$ cat src/sv/lrps_pkg.sv
`default_nettype none
package lrps_pkg;

	localparam int CMD_W   = 2;
	localparam int ST_W    = 6;
	localparam int SYM_W   = 7;
	localparam int LEN_W   = 4;
	localparam int KIND_W  = 3;
	localparam int TENT_W  = ST_W + 1;
	localparam int RENT_W  = 1 + SYM_W + LEN_W;
	localparam int S_DATA_W = 32;
	localparam int M_DATA_W = 24;

	typedef enum logic [CMD_W-1:0] {
		CMD_WR_TRANS  = 2'd0,
		CMD_WR_REDUCE = 2'd1,
		CMD_FEED      = 2'd2,
		CMD_RESTART   = 2'd3
	} cmd_t;

	typedef enum logic [KIND_W-1:0] {
		KIND_SHIFT  = 3'd0,
		KIND_REDUCE = 3'd1,
		KIND_ACCEPT = 3'd2,
		KIND_REJECT = 3'd3,
		KIND_ERROR  = 3'd4
	} kind_t;

	typedef enum logic [2:0] {
		ST_IDLE,
		ST_RED_RD,
		ST_RED_CHK,
		ST_TOP,
		ST_GOTO,
		ST_SH_CHK,
		ST_EMIT
	} fsm_t;

	// reduce entry as stored
	typedef struct packed {
		logic             flag;
		logic [SYM_W-1:0] lhs;
		logic [LEN_W-1:0] len;
	} rent_t;

endpackage
`default_nettype wire

$ cat src/sv/lrps_stack.sv
`default_nettype none
module lrps_stack #(
	parameter int STACK_DEPTH = 64
) (
	input  wire logic                             clk,
	input  wire logic                             we,
	input  wire logic [$clog2(STACK_DEPTH)-1:0]   waddr,
	input  wire logic [lrps_pkg::ST_W-1:0]        wdata,
	input  wire logic [$clog2(STACK_DEPTH)-1:0]   raddr,
	output logic      [lrps_pkg::ST_W-1:0]        rdata
);
	import lrps_pkg::*;

	logic [ST_W-1:0] mem [STACK_DEPTH];

	always_ff @(posedge clk) begin
		if (we) mem[waddr] <= wdata;
		rdata <= mem[raddr];
	end

endmodule
`default_nettype wire

$ cat config.mk
export PLATFORM = sky130hd
export DESIGN_NAME = lrps_stack
export DESIGN_NICKNAME = d
export VERILOG_FILES = /design/src/sv/lrps_pkg.sv /design/src/sv/lrps_stack.sv
export SDC_FILE = /design/constraint.sdc
export NUM_CORES = 1
export LEC_CHECK = 0
export BUFFER_PORTS_ARGS = -buffer_cell sky130_fd_sc_hd__buf_2
export CELL_PAD_IN_SITES_DETAIL_PLACEMENT = 0
export CELL_PAD_IN_SITES_GLOBAL_PLACEMENT = 1
export CORE_AREA = 2 2 163 165
export DETAILED_ROUTE_END_ITERATION = 12
export DIE_AREA = 0 0 165 167
export PLACE_DENSITY = 0.95
export SYNTH_ARGS = -nofsm -noshare
export SYNTH_HDL_FRONTEND = slang
export SYNTH_SLANG_ARGS = --single-unit
export TNS_END_PERCENT = 100
$ cat constraint.sdc
create_clock -name clk -period 4.28 [get_ports clk]
set_clock_uncertainty 0.05 [all_clocks]
set_input_delay 0 -clock clk [delete_from_list [all_inputs] [get_ports clk]]
set_output_delay 0 -clock clk [all_outputs]
set_load 0.005 [all_outputs]
Word level (Yosys, flattened, before mapping)
Memories as Yosys holds them, arrays and structs flattened. A register that Yosys moved wholly into a read port is not among the register bits.
Index checks and enable logic that the tools add are counted.
{"block": "totals", "in_bits": 20, "reg_bits": 0, "mem_bits_ro": 0, "ram_bits": 384, "word_cells": 3, "output_inout_bits": 6, "latchBits": 0, "mem_count": 1}
{"block": "op_classes", "order_cmp": 0, "n_eq_ne": 0, "n_mul": 0, "muxes": 2, "n_addsub": 0, "reduce_logical": 0, "shift": 0, "div": 0, "bitwise": 0}
{"name": "mem", "words": 64, "width": 6, "rd": 1, "rd_clocked_by_memory_dff": 1, "wr": 1, "line": "lrps_stack.sv:14", "rtl": "logic [ST_W-1:0] mem [STACK_DEPTH];"}
{"op": "two-way mux 1 bit", "count": 2}

Longest topological paths before layout
Gate-level depths: netlist of run 1.
{"block": "logic_depth", "depth_word": 2, "depth_mapped": 7}

Worst setup path after synthesis of run 1
No wires, ideal clock.
{"block": "synth_timing", "path_kind": "input port to flip-flop", "start": "input port raddr[0]", "end": "register rdata[0] (netlist bit) (read register of mem)", "n_path_buf": 3, "path_stages": 7, "arrival_time_ns": 1.428, "path_slack_ns": 2.684, "path_cell_list": "buf_6 -> buf_6 -> buf_4 -> mux4_2 -> o22ai_1 -> o21ai_1 -> a32o_1"}
{"item": "from (decl)", "line": "lrps_stack.sv:9", "rtl": "input wire logic [$clog2(STACK_DEPTH)-1:0] raddr,"}
{"item": "to (decl)", "line": "lrps_stack.sv:10", "rtl": "output logic [lrps_pkg::ST_W-1:0] rdata"}

==> results.txt, run 1 <==
status: finished clean
DP Worst Slack: 1.74 ns
Final min period: 2.12 ns
max-cap violations: 0
final hold slack: 0.0244 ns
Slew HR: 0.172
Post-synth EDFFs: 384
via/cell ratio: 6.76
CTS tree: done
DRT iter0 DRCs: 1004
post-synthesis area per instance: 21.1 um2
asr flop ratio synth: 0
Main synth FF type: edfxtp_1
vias in the first global route: 7828
clk buf depth: 3
routed vias: 7509
drt first pass iters: 5
Setup-failing EPs final: 0
Worst Path Required: 4.63 ns
leak pwr: 5.18 nW
drt wl/cell: 29.3 um
GP Congestion: 0.856
peak supply drop: 0.538 mV
Core Rows: 59
P&R area growth vs syn: 10.1%
CP max-delay cell: mux4_1
unrepaired setup endpoints after global routing: no
Final Max Tran Viols: 0
Tcrit/Tclk final: 0.495
mapped cell area: 15200 um2
synthesized net count: 740
routed wire length: 32.6 mm
aggregate negative setup slack: 0 ns
CP Cell Sequence: mux4_1 > nor2b_1 > a211oi_1 > a21oi_1 > a32o_1
Netlist cell types: 37
Fill cells: 1509
DRC viols: 0
initial antenna violation count: 0
Detail Route Antenna Nets: 0
clock sinks: 390
reg2reg path depth: 5
Finished Layout Cells: 1110
die height: 167 um
CP Capture Type: flip-flop
worst slew pin tran: 1.24 ns
Setup Crit Path Kind: reg2reg
largest net degree at the start of global routing: 65
Final Net Count: 770
Setup WS post-layout: 2.16 ns
initial core utilization: 0.591
DP Cell Count: 1045
Seq cells post-synth: 390
Crit Path Max Fanout: 1
Synthesis Warnings: 0
Seq/Total Area, Yosys: 0.765
port bufs: 25
CTS root buf: clkbuf_16
H-Tree Level Count: 2
TritonCTS Buffers: 36
Hold Path Cell Cnt: 2
most frequent cells in the layout: edfxtp_1, mux4_2, nor2_1, clkbuf_16, buf_2
Synth area leaders: edfxtp_1, mux4_2, nor2_1, mux4_1, mux2i_1
Worst-path clk slew: 0.07 ns
FMAX: 0.472 GHz
post-CTS sizing: 0
cell taking the most area after synthesis: edfxtp_1
aggregate global routing overflow: 0
Synth top area share: 0.757
Hold Vio Cnt, Final: 0
Antenna Diode Count: 0
crit path DAT: 2.47 ns
total global-route track usage: 0.246
critical path startpoint category: flip-flop
Die ar.: 27600 um2
first-pass GRT wire length: 48.9 mm
pwr/cell area: 466 nW/um2
HP Class: in2reg
layout cells sized above 1: 0.235
DP Wirelength: 19.1 mm
Cells after Synth: 720
Clock Latency Late Sink: 0.52 ns
most common cell after layout, fill and taps aside: edfxtp_1
Die W: 165 um
core area: 25800 um2
I/O pins: 26
max incr delay on CP: 0.58 ns
## power by group
group	internal (mW)	total, mW	leakage [nW]	switching, mW
combinational	0.139	0.379	1.11	0.240
sequential	4.23	4.24	3.51	0.0118
clock	1.85	3.18	0.568	1.33
## what timing repair did
item / CTS / global route
hold buffers: 2 / 0
hold endpoints to repair: 18 / 0
buffers inserted: 0 / 0
## routing by layer
metal | wire, um | track usage | vias to the layer above
met1 | 11900 | 0.339 | 3839
met2 | 16100 | 0.390 | 489
met4 | 1480 | 0.110 | 0
met5 | 0 | 0 | -
li1 | - | - | 3069
met3 | 3120 | 0.0463 | 112
## critical path: cells and delay by family, from the launching register on
family / cells / cell delay, ns
AO/OA/AOI/OAI: 3 / 0.74
flip-flops: 1 / 0.45
multiplexers: 1 / 0.58
AND/OR/NAND/NOR: 1 / 0.19
## Yosys cell counts (3+ instances only)
master / count
edfxtp_1: 384
mux4_2: 87
nor2_1: 67
clkbuf_1: 16
mux2i_1: 15
buf_2: 13
o22ai_1: 12
nand3_1: 11
mux2_2: 9
o221ai_1: 9
nand2_1: 8
nor2b_1: 8
a211oi_1: 6
a21oi_1: 6
dfxtp_1: 6
mux4_1: 6
o21ai_1: 6
o22a_1: 6
buf_6: 5
nand2b_1: 5
nor3_1: 5
nand3b_1: 4
a221oi_1: 3
a32o_1: 3
## per-stage QoR
| step | utilization | cell area [um2] | total power [mW] |
|---|---|---|---|
| 4_1_cts | 0.650 | 16800 | 7.82 |
| 5_1_grt | 0.650 | 16800 | 7.98 |
| 3_5_place_dp | 0.604 | 15600 | 4.69 |
| 3_3_place_gp | 0.604 | 15600 | 4.67 |
| 2_1_floorplan | - | 15200 | 4.54 |
| 6_report | 0.650 | 16800 | 7.80 |
## area by class of cell
cell class	instances	area [um2]	area share
repair buffers	31	196	0.0117
well taps	335	419	0.0250
clock buffers	44	962	0.0574
clock inverters	19	205	0.0122
flip-flops and latches	390	11700	0.695
multi-input cells	291	3320	0.198
## logic make-up after synthesis
kind of cell           synth area share
AO/OA/AOI/OAI                    0.0260
AND/OR/NAND/NOR                  0.0367
multiplexers                      0.156
flip-flops                        0.765
buffers and inverters            0.0165
## sequential cells by signal, indices dropped and copies added, names as in the netlist
name / count
mem: 384
rdata: 6
## worst paths after layout
| check | endpoint | slack (ns) | start |
|---|---|---|---|
| worst min register to register | rdata[5] | 0.84 | mem[36][5] |
| worst max-delay path | rdata[2] | 2.16 | mem[40][2] |
| worst min-delay path | mem[48][5] | 0.02 | waddr[1] |
| worst max register to register | rdata[2] | 2.16 | mem[40][2] |
No activity file was read; power rests on OpenSTA's default activity.
==> run 2, diff against run 1 <==
- CORE_AREA: 2 2 163 165 -> 2 2 170 172
- DIE_AREA: 0 0 165 167 -> 0 0 172 174
- PLACE_DENSITY: 0.95 -> 0.9
- clock period: 4.28 -> 2.15 ns (I/O delays scaled with it)
==> run 2 against run 1 <==
Compared with the run above:
- non-clock buffer count is 92 higher
- clock power increased by 110%
- total power grew 100%
- cell area increased by 5.5%
- clock-buffer cell count is 7 higher
- global-route usage is 1.6 points lower
- cell count increased by 13%
- wire length up 2.6%
- combinational power rose by 120%
- sequential power is 99% higher
- worst hold slack got worse by 0.0048 ns
- sequential share of layout area down 3.6 points
- largest cell class unchanged
==> results.txt, run 2 (synthesis gave the netlist of run 1 again) <==
aggregate global routing overflow: 0
CTS tree: done
post-CTS sizing: 0
Core Rows: 62
Die ar.: 29900 um2
core area: 28200 um2
Finished Layout Cells: 1259
clock sinks: 390
total global-route track usage: 0.231
Power, Total: 15.9 mW
Final min period: 1.89 ns
routed vias: 7855
CTS root buf: clkbuf_16
first-pass GRT wire length: 49.7 mm
Hold Vio Cnt, Final: 0
P&R area growth vs syn: 16.1%
most common cell after layout, fill and taps aside: edfxtp_1
GP Congestion: 0.866
Detail Route Antenna Nets: 0
drt wl/cell: 26.5 um
max-cap violations: 0
routed wire length: 33.4 mm
Reg2Reg Launch Point: mem[43][5]
CP Depth: 5
Top reg by flops: mem
Crit Path Max Fanout: 1
DP Cell Count: 1186
flop2flop setup slack: 0.26 ns
CP Cell Sequence: mux4_2 > nor2b_1 > a211oi_1 > a21oi_1 > a32o_1
Final Max Tran Viols: 0
Tcrit/Tclk final: 0.879
layout cells sized above 1: 0.318
worst path bufs/invs: 0
HP Class: in2reg
Setup-failing EPs final: 0
most frequent cells in the layout: edfxtp_1, buf_4, mux4_2, nor2_1, clkbuf_16
Worst-path clk slew: 0.06 ns
Slew HR: 0.194
buffers inserted by post-CTS timing repair: 0
CP Capture Type: flip-flop
max FFs per register: 384
pwr/cell area: 897 nW/um2
Layout Utilization: 0.626
Worst Path Required: 2.52 ns
FMAX: 0.529 GHz
die height: 174 um
Final Net Count: 864
clk buf depth: 3
CP max-delay cell: mux4_2
DRC viols: 0
DRT iter0 DRCs: 1059
Worst path top cell family by delay: compound AO/OA/AOI/OAI gates
Die W: 172 um
Clock Latency Late Sink: 0.53 ns
H-Tree Level Count: 2
I/O pins: 26
largest net degree at the start of global routing: 65
Area after DPL: 16400 um2
worst r2r dst: rdata[5]
TritonCTS Buffers: 38
end point of the critical path: rdata[5]
peak supply drop: 0.643 mV
Top Registers: mem: 384 flops, rdata: 6 flops
DP Wirelength: 20.9 mm
unrepaired setup endpoints after global routing: no
status: finished clean
initial antenna violation count: 0
port bufs: 25
# hold bufs at CTS: 2
aggregate negative setup slack: 0 ns
max incr delay on CP: 0.51 ns
CP startpoint: mem[43][5]
Design Area, Final: 17700 um2
leak pwr: 5.73 nW
vias in the first global route: 8015
Hold Path Cell Cnt: 3
critical path startpoint category: flip-flop
via/cell ratio: 6.24
drt first pass iters: 5
reg2reg path depth: 5
worst slew pin tran: 1.21 ns
initial core utilization: 0.539
Setup Crit Path Kind: reg2reg
crit path DAT: 2.26 ns
-- run 2: changes by cell type in the layout (fill, tap and decap cells not counted) --
cell	previous run	this run
buf_12	1	7
buf_4	4	90
bufinv_16	4	3
clkbuf_1	6	8
clkbuf_16	37	41
clkbuf_8	1	2
clkinv_1	5	6
clkinv_2	5	7
clkinvlp_4	2	3
diode_2	0	1
inv_6	3	0
-- run 2: metal layers --
layer | up-vias | global-route usage | wire (um)
met4 | 0 | 0.0868 | 1250
met1 | 4048 | 0.317 | 12600
met3 | 93 | 0.0633 | 3440
met2 | 451 | 0.357 | 16100
li1 | 3263 | - | -
met5 | - | 0 | 0
-- run 2: worst min path at each step --
stage	slack (ns)	startpoint	end
floorplan	0.05	wdata[0]	mem[0][0]
global placement	0.35	rdata[1]	rdata[1]
detailed placement	0.34	rdata[1]	rdata[1]
CTS	0.001	waddr[1]	mem[49][4]
global route	0.04	waddr[1]	mem[48][5]
finish	0.02	waddr[2]	mem[52][5]
-- run 2: stage by stage --
step	hold WS, ns	setup slack (ns)
after CTS	0.00135	0.243
after floorplan	0.0489	0.554
final	0.0195	0.260
after global placement	0.349	0.185
after global routing	0.0404	0.192
after detailed placement	0.337	0.184
-- run 2: layout make-up --
cell class / count / area (um2)
diodes: 1 / 2.50
clock buffers: 51 / 1080
clock inverters: 19 / 170
fillers: 1892 / 10600
multi-input cells: 291 / 3320
flip-flops and latches: 390 / 11700
well taps: 384 / 480
repair buffers: 123 / 962
-- run 2: worst register-to-register path, cell delays in order (launching register included) --
cell,delay (ns)
edfxtp_1,0.37
mux4_2,0.51
nor2b_1,0.16
a211oi_1,0.33
a21oi_1,0.11
a32o_1,0.27
-- run 2: report_power, final --
group	switching, mW	total (mW)	internal, mW
sequential	0.0263	8.44	8.42
clock	2.69	6.60	3.91
combinational	0.490	0.822	0.332
